`src/hw/rtl/sset_pkg.sv`:
```
// shared types and constants for the sorted set union engine
`timescale 1ns / 1ps
`default_nettype none

package sset_pkg;

  localparam int DATA_W = 32;
  localparam int OP_W   = 3;
  localparam int STAT_W = 2;
  localparam int SIZE_W = 6;
  // tdata widths, rounded up to whole bytes
  localparam int IN_TDATA_W  = 32;
  localparam int OUT_TDATA_W = 48;

  typedef logic signed [DATA_W-1:0] data_t;

  typedef enum logic [OP_W-1:0] {
    OP_CLEAR    = 3'd0,
    OP_APPEND_A = 3'd1,
    OP_APPEND_B = 3'd2,
    OP_QUERY    = 3'd3,
    OP_UNION    = 3'd4
  } op_t;

  typedef enum logic [STAT_W-1:0] {
    ST_OK        = 2'd0,
    ST_FULL      = 2'd1,
    ST_ORDER     = 2'd2,
    ST_TRUNCATED = 2'd3
  } status_t;

  typedef enum logic [2:0] {
    S_IDLE,
    S_QUERY,
    S_MERGE,
    S_FLIP,
    S_EMIT,
    S_RESP
  } state_t;

endpackage

`default_nettype wire

```
`src/hw/rtl/sset_ram.sv`:
```
// generic single write port ram with registered read
`timescale 1ns / 1ps
`default_nettype none

module sset_ram #(
  parameter int WIDTH = 32,
  parameter int DEPTH = 32
) (
  input  wire logic                     clk,
  input  wire logic                     we,
  input  wire logic [$clog2(DEPTH)-1:0] waddr,
  input  wire logic [WIDTH-1:0]         wdata,
  input  wire logic [$clog2(DEPTH)-1:0] raddr,
  output logic      [WIDTH-1:0]         rdata
);

  logic [WIDTH-1:0] mem [DEPTH];

  always_ff @(posedge clk) begin
    if (we) begin
      mem[waddr] <= wdata;
    end
    rdata <= mem[raddr];
  end

endmodule

`default_nettype wire

```
`src/hw/rtl/sorted_set_union_engine_unit.sv`:
```
// sorted set union engine: two sorted sets, append, lookup and merging union
// clear, append and unused codes go straight to their response beat;
//   a query walks set A one entry a cycle, then gives its beat
// union: merge makes one compare a cycle on the shared comparator, then the banks swap,
//   then one result beat a cycle while the receiver is ready
// throughput: one item at a time, input ready only while idle
// reset: rst synchronous active high, empties both sets; ram contents are not cleared
`timescale 1ns / 1ps
`default_nettype none

module sorted_set_union_engine_unit
  import sset_pkg::*;
#(
  parameter int SET_CAPACITY = 32
) (
  input  wire logic                   clk,
  input  wire logic                   rst,
  // input beat
  input  wire logic                   s_axis_tvalid,
  output logic                        s_axis_tready,
  input  wire logic [IN_TDATA_W-1:0]  s_axis_tdata,  // [31:0] value
  input  wire logic [OP_W-1:0]        s_axis_tuser,  // [2:0] operation
  // result beat
  output logic                        m_axis_tvalid,
  input  wire logic                   m_axis_tready,
  output logic [OUT_TDATA_W-1:0]      m_axis_tdata,  // [31:0] element, [32] found,
                                                     // [34:33] status, [40:35] size_a,
                                                     // [47:41] zero
  output logic                        m_axis_tlast
);

  localparam int AW = $clog2(SET_CAPACITY);
  localparam int CW = $clog2(SET_CAPACITY + 1);
  localparam logic [CW-1:0] CAP = CW'(SET_CAPACITY);

  state_t state, state_next;

  // set A lives in one of two banks; a union merges into the other and swaps
  logic          a_sel, a_sel_next;
  logic [CW-1:0] count_a, count_a_next;
  logic [CW-1:0] count_b, count_b_next;
  data_t         last_a, last_a_next;     // largest element of each set
  data_t         last_b, last_b_next;
  data_t         val_r, val_r_next;
  logic [CW-1:0] i_idx, i_idx_next;       // A walk, also query and emit index
  logic [CW-1:0] j_idx, j_idx_next;       // B walk
  logic [CW-1:0] n_cnt, n_cnt_next;       // merged element count
  logic          trunc, trunc_next;
  logic          found_r, found_r_next;
  status_t       status_r, status_r_next;

  // output register
  logic              m_valid, m_valid_next;
  data_t             o_element, o_element_next;
  logic              o_found, o_found_next;
  status_t           o_status, o_status_next;
  logic [SIZE_W-1:0] o_size, o_size_next;
  logic              o_last, o_last_next;

  // ram ports
  logic              we0, we1, we_b;
  logic [AW-1:0]     waddr;
  logic [DATA_W-1:0] wdata;
  logic [AW-1:0]     ra_addr, rb_addr;
  logic [DATA_W-1:0] rd0, rd1, rdb;

  logic    in_acc, out_free;
  op_t     op_in;
  data_t   val_in;
  data_t   a_rd, b_rd, pick;
  logic    a_done, b_done, take_a, take_b;
  logic    q_end, e_last, m_stop;

  assign s_axis_tready = (state == S_IDLE);
  assign in_acc        = s_axis_tvalid && s_axis_tready;
  assign out_free      = !m_valid || m_axis_tready;
  assign op_in         = op_t'(s_axis_tuser);
  assign val_in        = $signed(s_axis_tdata[DATA_W-1:0]);

  assign a_rd   = a_sel ? $signed(rd1) : $signed(rd0);
  assign b_rd   = $signed(rdb);
  assign a_done = (i_idx >= count_a);
  assign b_done = (j_idx >= count_b);
  // merge ends on a cycle with no write: both walks done, or the buffer full
  assign m_stop = (a_done && b_done) || (n_cnt == CAP);
  assign q_end  = (i_idx == count_a - CW'(1));
  assign e_last = (i_idx == count_a - CW'(1));

  // shared comparator: which head moves, equal heads move together
  always_comb begin
    take_a = 1'b0;
    take_b = 1'b0;
    if (b_done) begin
      take_a = 1'b1;
    end else if (a_done) begin
      take_b = 1'b1;
    end else if (a_rd < b_rd) begin
      take_a = 1'b1;
    end else if (b_rd < a_rd) begin
      take_b = 1'b1;
    end else begin
      take_a = 1'b1;
      take_b = 1'b1;
    end
  end
  assign pick = take_a ? a_rd : b_rd;

  // next state
  always_comb begin
    state_next = state;
    unique case (state)
      S_IDLE: begin
        if (in_acc) begin
          case (op_in)
            OP_QUERY: state_next = (count_a == '0) ? S_RESP : S_QUERY;
            OP_UNION: state_next = S_MERGE;
            default:  state_next = S_RESP;
          endcase
        end
      end
      S_QUERY: if (q_end) state_next = S_RESP;
      S_MERGE: if (m_stop) state_next = S_FLIP;
      S_FLIP:  state_next = (n_cnt == '0) ? S_RESP : S_EMIT;
      S_EMIT:  if (out_free && e_last) state_next = S_IDLE;
      S_RESP:  if (out_free) state_next = S_IDLE;
      default: state_next = S_IDLE;
    endcase
  end

  // datapath and output control
  always_comb begin
    a_sel_next     = a_sel;
    count_a_next   = count_a;
    count_b_next   = count_b;
    last_a_next    = last_a;
    last_b_next    = last_b;
    val_r_next     = val_r;
    i_idx_next     = i_idx;
    j_idx_next     = j_idx;
    n_cnt_next     = n_cnt;
    trunc_next     = trunc;
    found_r_next   = found_r;
    status_r_next  = status_r;
    m_valid_next   = m_valid && !m_axis_tready;
    o_element_next = o_element;
    o_found_next   = o_found;
    o_status_next  = o_status;
    o_size_next    = o_size;
    o_last_next    = o_last;
    we0            = 1'b0;
    we1            = 1'b0;
    we_b           = 1'b0;
    waddr          = '0;
    wdata          = s_axis_tdata[DATA_W-1:0];
    ra_addr        = '0;
    rb_addr        = '0;

    unique case (state)
      S_IDLE: begin
        if (in_acc) begin
          val_r_next    = val_in;
          found_r_next  = 1'b0;
          status_r_next = ST_OK;
          i_idx_next    = '0;
          j_idx_next    = '0;
          n_cnt_next    = '0;
          trunc_next    = 1'b0;
          case (op_in)
            OP_CLEAR: begin
              count_a_next = '0;
              count_b_next = '0;
            end
            OP_APPEND_A: begin
              waddr = count_a[AW-1:0];
              if (count_a >= CAP) begin
                status_r_next = ST_FULL;
              end else if (count_a != '0 && val_in <= last_a) begin
                status_r_next = ST_ORDER;
              end else begin
                we0          = !a_sel;
                we1          = a_sel;
                count_a_next = count_a + CW'(1);
                last_a_next  = val_in;
              end
            end
            OP_APPEND_B: begin
              waddr = count_b[AW-1:0];
              if (count_b >= CAP) begin
                status_r_next = ST_FULL;
              end else if (count_b != '0 && val_in <= last_b) begin
                status_r_next = ST_ORDER;
              end else begin
                we_b         = 1'b1;
                count_b_next = count_b + CW'(1);
                last_b_next  = val_in;
              end
            end
            default: ;
          endcase
        end
      end

      S_QUERY: begin
        if (a_rd == val_r) begin
          found_r_next = 1'b1;
        end
        if (!q_end) begin
          i_idx_next = i_idx + CW'(1);
        end
        ra_addr = i_idx_next[AW-1:0];
      end

      S_MERGE: begin
        if (!m_stop) begin
          // write into the bank that is not set A
          we0         = a_sel;
          we1         = !a_sel;
          waddr       = n_cnt[AW-1:0];
          wdata       = pick;
          n_cnt_next  = n_cnt + CW'(1);
          last_a_next = pick;
          if (take_a) i_idx_next = i_idx + CW'(1);
          if (take_b) j_idx_next = j_idx + CW'(1);
        end else if (!(a_done && b_done)) begin
          trunc_next = 1'b1;
        end
        ra_addr = i_idx_next[AW-1:0];
        rb_addr = j_idx_next[AW-1:0];
      end

      S_FLIP: begin
        a_sel_next    = !a_sel;
        count_a_next  = n_cnt;
        i_idx_next    = '0;
        found_r_next  = 1'b0;
        status_r_next = ST_OK;
      end

      S_EMIT: begin
        if (out_free) begin
          m_valid_next   = 1'b1;
          o_element_next = a_rd;
          o_found_next   = 1'b0;
          o_status_next  = trunc ? ST_TRUNCATED : ST_OK;
          o_size_next    = SIZE_W'(count_a);
          o_last_next    = e_last;
          i_idx_next     = i_idx + CW'(1);
        end
        ra_addr = i_idx_next[AW-1:0];
      end

      S_RESP: begin
        if (out_free) begin
          m_valid_next   = 1'b1;
          o_element_next = '0;
          o_found_next   = found_r;
          o_status_next  = status_r;
          o_size_next    = SIZE_W'(count_a);
          o_last_next    = 1'b1;
        end
      end

      default: ;
    endcase
  end

  always_ff @(posedge clk) begin
    if (rst) begin
      state   <= S_IDLE;
      a_sel   <= 1'b0;
      count_a <= '0;
      count_b <= '0;
      m_valid <= 1'b0;
    end else begin
      state   <= state_next;
      a_sel   <= a_sel_next;
      count_a <= count_a_next;
      count_b <= count_b_next;
      m_valid <= m_valid_next;
    end
  end

  // payload, no reset needed
  always_ff @(posedge clk) begin
    last_a    <= last_a_next;
    last_b    <= last_b_next;
    val_r     <= val_r_next;
    i_idx     <= i_idx_next;
    j_idx     <= j_idx_next;
    n_cnt     <= n_cnt_next;
    trunc     <= trunc_next;
    found_r   <= found_r_next;
    status_r  <= status_r_next;
    o_element <= o_element_next;
    o_found   <= o_found_next;
    o_status  <= o_status_next;
    o_size    <= o_size_next;
    o_last    <= o_last_next;
  end

  // set A banks share address ports; only the selected bank is ever read
  sset_ram #(.WIDTH(DATA_W), .DEPTH(SET_CAPACITY)) u_bank0 (
    .clk   (clk),
    .we    (we0),
    .waddr (waddr),
    .wdata (wdata),
    .raddr (ra_addr),
    .rdata (rd0)
  );

  sset_ram #(.WIDTH(DATA_W), .DEPTH(SET_CAPACITY)) u_bank1 (
    .clk   (clk),
    .we    (we1),
    .waddr (waddr),
    .wdata (wdata),
    .raddr (ra_addr),
    .rdata (rd1)
  );

  sset_ram #(.WIDTH(DATA_W), .DEPTH(SET_CAPACITY)) u_set_b (
    .clk   (clk),
    .we    (we_b),
    .waddr (waddr),
    .wdata (wdata),
    .raddr (rb_addr),
    .rdata (rdb)
  );

  assign m_axis_tvalid = m_valid;
  assign m_axis_tlast  = o_last;
  assign m_axis_tdata  = {(OUT_TDATA_W - DATA_W - 1 - STAT_W - SIZE_W)'(0),
                          o_size, o_status, o_found, o_element};

endmodule

`default_nettype wire

```
`config.mk`:
```
export PLATFORM = sky130hd
export DESIGN_NAME = sorted_set_union_engine_unit
export DESIGN_NICKNAME = d
export VERILOG_FILES = /design/src/hw/rtl/sset_pkg.sv /design/src/hw/rtl/sset_ram.sv /design/src/hw/rtl/sorted_set_union_engine_unit.sv
export SDC_FILE = /design/constraint.sdc
export NUM_CORES = 2
export LEC_CHECK = 0
export ABC_AREA = 1
export BUFFER_PORTS_ARGS = -buffer_cell sky130_fd_sc_hd__buf_2
export CAP_MARGIN = 20
export CORE_MARGIN = 2
export CORE_UTILIZATION = 57
export CTS_CLUSTER_SIZE = 40
export DETAILED_ROUTE_END_ITERATION = 6
export PLACE_DENSITY_LB_ADDON = 0.2
export SLEW_MARGIN = 20
export SYNTH_ARGS = -nofsm -noshare
export SYNTH_HDL_FRONTEND = slang
export SYNTH_SLANG_ARGS = --single-unit
```
`constraint.sdc`:
```
create_clock -name clk -period 6.4 [get_ports clk]
set_input_delay 0.32 -clock clk [delete_from_list [all_inputs] [get_ports clk]]
set_output_delay 0.32 -clock clk [all_outputs]
set_load 0.005 [all_outputs]
```
# After elaboration in Yosys (flattened, before gate mapping)
# Memory sizes are Yosys's and may differ from the RTL's. A register that Yosys moved wholly into a read port is not among the register bits.
# Index checks and enable logic that the tools add are counted.
# op_classes
addsub,6
mul,0
div_mod_pow,0
n_lt_le_gt_ge,8
n_eq_ne,32
n_shift,0
mux,102
bitwise,2
n_reduce_logical,40
# op_table
operator,n
$mux W32,11
$pmux W32 S2,2
$mux W6,13
$le A32 B32 Y1,2
$lt A32 B32 Y1,2
$pmux W6 S2,5
$mux W1,39
$eq A32 B32 Y1,1
$add A6 B1 Y6 const B,5
$ne A2 B2 Y1 const B,15
$pmux W6 S5,1
$pmux W5 S2,2
$reduce_and A5 Y1,4
$mux W3,6
$pmux W3 S6,1
$mux W2,8
$mux W5,3
$pmux W5 S3,1
$eq A3 B2 Y1 const B,4
$ge A6 B6 Y1,2
$ge A6 B6 Y1 const B,2
$logic_not A6 Y1,2
$pmux W2 S2,3
$reduce_and A6 Y1,2
24 further kinds,54
# totals
ff_bits,177
latch_bits,0
ram_bits,3072
rom_bits,0
inputBits,39
out_inout_bits,51
word_cells,214
mem_count,3
# mem_list
memory,words,width,read_ports,rd_clocked_by_memory_dff,write_ports,line,rtl
u_bank0.mem,32,32,1,1,1,sset_ram.sv:17,logic [WIDTH-1:0] mem [DEPTH];
u_bank1.mem,32,32,1,1,1,sset_ram.sv:17,
u_set_b.mem,32,32,1,1,1,sset_ram.sv:17,

# Depth between registers and ports, before layout
# logic_depth
ltp_word,9
mapped_depth,33
depth_no_buf,30

# By module
# A second synthesis with hierarchy kept.
# hier_totals
cells_unflattened,12023
area_unflattened_um2,139533.8
# by_module_without_submodules
module,n_inst,cells_each,area_each_um2,seq_area_each_um2
sset_ram,3,3536,42405.7,31390.1
sorted_set_union_engine_unit,1,1415,12316.8,5144.9

# Worst setup path after synthesis
# No wires, ideal clock.
# synth_path
path_type,register -> register
from,register a_sel
to,memory u_bank0.mem[0][31] (data pin)
setup_ns,0.724
arrival_ns,5.338
required_ns,5.676
setup_slack_ns,0.337
path_stages_with_launch,15
path_buffers,2
synth_period_minus_slack_ns,6.063
path_cell_list,dfxtp_1 clkbuf_1 clkbuf_1 mux2i_1 ha_1 a21oi_1 o21a_1 nand2_1 a21oi_1 nand3_1 nand3_1 nand2_1 a21oi_1 o21ai_0 o22ai_1
# synth_between
elab_chain_len,9
elab_cells_between_ends,10
cone_classes,order compare (2); mux (8)
# synth_rtl
item,line,rtl
from (decl),sorted_set_union_engine_unit.sv:39,"logic a_sel, a_sel_next;"
from (signal assigned),sorted_set_union_engine_unit.sv:276,a_sel <= a_sel_next;
$mux W32 (*),sorted_set_union_engine_unit.sv:80,assign a_rd = a_sel ? $signed(rd1) : $signed(rd0);
$lt A32 B32 Y1,sorted_set_union_engine_unit.sv:99,end else if (b_rd < a_rd) begin
$mux W1,sorted_set_union_engine_unit.sv:99,
$mux W1,sorted_set_union_engine_unit.sv:97,end else if (a_rd < b_rd) begin
$mux W1,sorted_set_union_engine_unit.sv:95,end else if (a_done) begin
$mux W1,sorted_set_union_engine_unit.sv:93,if (b_done) begin
$mux W32 (*),sorted_set_union_engine_unit.sv:106,assign pick = take_a ? a_rd : b_rd;
$mux W32 (*),sorted_set_union_engine_unit.sv:214,if (!m_stop) begin
$mux W32 (*),sorted_set_union_engine_unit.sv:158,unique case (state)
net u_bank0.wdata[31],sset_ram.sv:12,"input wire logic [WIDTH-1:0] wdata,"
to (decl),sset_ram.sv:17,
# The timed path passes the listed nets; every way through them passes the cells marked *.

# Worst setup path in the final report
# layout_path
from,register a_sel
to,register u_bank1.rdata[23] (read register of u_bank1.mem)
# layout_between
elab_chain_len,9
elab_cells_between_ends,10
cone_classes,order compare (2); mux (8)
# layout_rtl
item,line,rtl
$mux W32 (*),sorted_set_union_engine_unit.sv:80,
$lt A32 B32 Y1,sorted_set_union_engine_unit.sv:99,
$mux W1,sorted_set_union_engine_unit.sv:99,
$mux W1 (*),sorted_set_union_engine_unit.sv:97,
$mux W1 (*),sorted_set_union_engine_unit.sv:95,
$mux W1 (*),sorted_set_union_engine_unit.sv:93,
$mux W6 (*),sorted_set_union_engine_unit.sv:222,if (take_a) i_idx_next = i_idx + CW'(1);
$mux W6 (*),sorted_set_union_engine_unit.sv:214,
$pmux W5 S3 (*),sorted_set_union_engine_unit.sv:158,
to (decl),sset_ram.sv:14,output logic [WIDTH-1:0] rdata
# Every way passes the cells marked *; elsewhere a longest branch is shown, timed or not. The select of a mux whose other input is x is not followed.
# A chain may end at the register's enable or synchronous reset.

==> flow_summary_export.csv <==
group,metric,value,unit
synthesis,ys_async_sr_fraction,0,
layout,layout_common_cells,"edfxtp_1, nand2_1, nand3_1, inv_1, nand4_1",
sta,period_share,0.954,
layout,nets,12700,
setup_path,crit_fanout,46,
layout,fin_area,160000,um2
detailed_routing,wirelength,438000,um
sta,setup_tns,0,ns
die,rows,183,
sta,rsz0062_at_grt,"false",
synthesis,syn_area,142000,um2
clock_tree,cts_inserted_buffers,353,
sta,slew_violations,0,
die,fp.dieW,504,um
setup_path,slowest_delay,0.91,ns
power_and_ir_drop,irDropWorstVdd,649,uV
place,place_congestion,0.940,
grt,gr-total-overflow,0,
synthesis,synth_seq_cells,3345,
detailed_routing,vias,102000,
grt,grt_pass1_wl,639000,um
clock_tree,clk_latency,0.99,ns
clock_tree,h-tree-depth,5,
synthesis,yosys_most_used_dff,"edfxtp_1",
clock_tree,clkTransAtPathRegs,0.06,ns
status,outcome,"complete, no violations",
die,die_area,254000,um2
sta,finalCriticalPeriod,6.11,ns
sta,fin_skew,0.0950,ns
synthesis,yosysWarnings,0,
clock_tree,cts.sinks,3345,
grt,antenna_found_initial,22,
place,place_area,148000,um2
clock_tree,cts-root-buf,"clkbuf_16",
synthesis,synth.distinct_cells,51,
grt,grtUsageTotal,0.342,
place,numPlacedInstances,15500,
grt,grt_max_degree,175,
detailed_routing,first_pass_iters,6,
power_and_ir_drop,p_per_area,442,nW/um2
layout,final_common_cell,"edfxtp_1",
detailed_routing,drcViolationCount,0,
place,port_buffers,82,
synthesis,synth_edf_count,3232,
clock_tree,cts_tree,"done",
sta,tightest_slew,1.05,ns
detailed_routing,via_per_inst,6.30,
die,die_h,504,um
power_and_ir_drop,leakage,60.2,nW
die,start_util,0.573,
hold_path,hold_path.class,"in2reg",
setup_path,path_class,"reg2reg",
synthesis,syn_avg_cell_area,11.4,um2
detailed_routing,post_drt_wl_per_cell,27.2,um
detailed_routing,drtAntennaViolNets,0,
setup_path,start_kind,"flip-flop",
setup_path,cp.required,7.27,ns
setup_path,crit_path_end_kind,"flip-flop",
sta,hold_slack,0.0679,ns
setup_path,crit_top_cell,"nand2_1",
sta,setup_viol,0,
clock_tree,cts_resized,0,
synthesis,yosysSeqAreaShare,0.698,
synthesis,synthCells,12500,
layout,stdcell_count,16100,
clock_tree,post_cts_buffers,0,
layout,drive_above_1_share,0.0883,
layout,n_fill_cell,18500,
detailed_routing,drt_iter0_drc,15100,
setup_path,crit_arrival,6.98,ns
place,dp_hpwl,241000,um
job,cap_violations,0,
sta,fmax,164,MHz
clock_tree,clockBufferDepth,4,
die,core_area,248000,um2
sta,relSlewSlack,0.278,
grt,grt_pass1_vias,97100,
place,dp_slack,0.489,ns
sta,hold_viol_final,0,
setup_path,crit_chain,"buf_4, mux2i_1, ha_1, a21o_1, nor2_1, nand2_1, nand2_1, nand2_1, nand2_1, nand3_1, nand3_1, nand2_1, nand2_1, nand2_1, nand2_1, nand2_8, inv_8, buf_12, buf_12, nand3_1, nand3_1, nand3_1, nand3_1, nand2_1",
setup_path,cp_slowest_cell,"mux2i_1",
layout,area_growth,12.3,%
clock_tree,cts_hold_buf,40,
sta,fin_ws,0.295,ns
die,io_pins,90,
==> cells by family (layout without fill, tap and decap cells) <==
group | after synthesis | count (layout) | share of synthesized area
flip-flops | 3345 | 3345 | 0.698
other | 1 | 13 | 0.0000264
multiplexers | 31 | 31 | 0.00218
buffers and inverters | 1977 | 2230 | 0.0559
adder cells (fa/ha/maj) | 117 | 117 | 0.0103
AO/OA/AOI/OAI | 424 | 424 | 0.0203
XOR/XNOR | 46 | 46 | 0.00283
AND/OR/NAND/NOR | 6592 | 6592 | 0.210
==> through the flow <==
step                 util  power (mW)
global route        0.643        73.0
CTS                 0.643        70.0
global placement    0.596        50.1
detailed placement  0.597        50.5
floorplan               -        41.0
finish              0.643        70.6
==> per-layer routing <==
layer,share of wire,GRT usage,wire [um],up-vias
li1,-,-,-,44300
met5,0.00024,0,104,-
met1,0.37,0.457,160000,49300
met4,0.060,0.186,26200,16
met3,0.11,0.0672,50200,1146
met2,0.46,0.532,202000,6740
==> Yosys cell counts, types with 3 or more instances <==
cell,count,share of area
nor3_1,17,0.00060
edfxtp_1,3232,0.68
xnor2_1,29,0.0018
o21a_1,36,0.0019
nand4_1,861,0.038
nor2_1,207,0.0055
inv_1,1081,0.029
o22ai_1,37,0.0016
o211ai_1,230,0.012
xor2_1,17,0.0010
nor2_2,6,0.00026
ha_1,117,0.010
nor4_1,12,0.00053
buf_1,109,0.0029
buf_4,47,0.0025
inv_2,7,0.00018
o21ai_0,37,0.0013
dfxtp_1,113,0.016
buf_2,274,0.0096
nand3_1,2344,0.082
nand2_1,3133,0.083
mux2i_1,31,0.0022
a31oi_1,3,0.00013
a21oi_1,63,0.0022
clkbuf_1,453,0.012
a211oi_1,3,0.00016
==> registers in the layout, indices dropped and copies added (netlist names), 32 cells and up <==
| name | count |
|---|---|
| u_set_b.mem | 1024 |
| u_bank1.mem | 1024 |
| u_bank0.mem | 1024 |
| last_a | 32 |
| last_b | 32 |
| u_bank1.rdata | 32 |
| u_bank0.rdata | 32 |
| val_r | 32 |
| u_set_b.rdata | 32 |
| o_element | 32 |
==> where the power goes <==
part	switching (mW)	leakage (nW)	total [mW]	internal (mW)
clock	8.32	5.37	19.8	11.5
combinational	18.3	24.8	24.8	6.47
sequential	0.874	30.1	26.1	25.2
==> worst paths after layout <==
kind | from | to | slack, ns | cells after the start
min reg2reg | count_a[4] | o_size[4] | 0.48 | 0
max | a_sel | u_bank1.rdata[23] | 0.29 | 24
max reg2reg | a_sel | u_bank1.rdata[23] | 0.29 | 24
min | s_axis_tuser[1] | state[1] | 0.07 | 6
==> worst max-delay path: cells and delay by family (launching register included) <==
kind | cells | cell delay (ns)
AOI/OAI and AO/OA | 1 | 0.19
buffers and inverters | 4 | 1.40
and+or+nand+nor | 17 | 2.42
muxes | 1 | 0.91
DFF | 1 | 0.55
adders and majority gates | 1 | 0.40
==> area by class of cell <==
class | instances | area [um2] | area share
antenna | 6 | 15.0 | 0.0000940
timing repair buffer | 515 | 5060 | 0.0317
clock inverter | 150 | 1370 | 0.00859
clock buffer | 473 | 9680 | 0.0606
sequential | 3345 | 99300 | 0.622
tap | 3330 | 4170 | 0.0261
inverter | 1092 | 4180 | 0.0262
multi-input combinational | 7217 | 35900 | 0.225
Note: power is estimated with default switching activity, not from simulation.
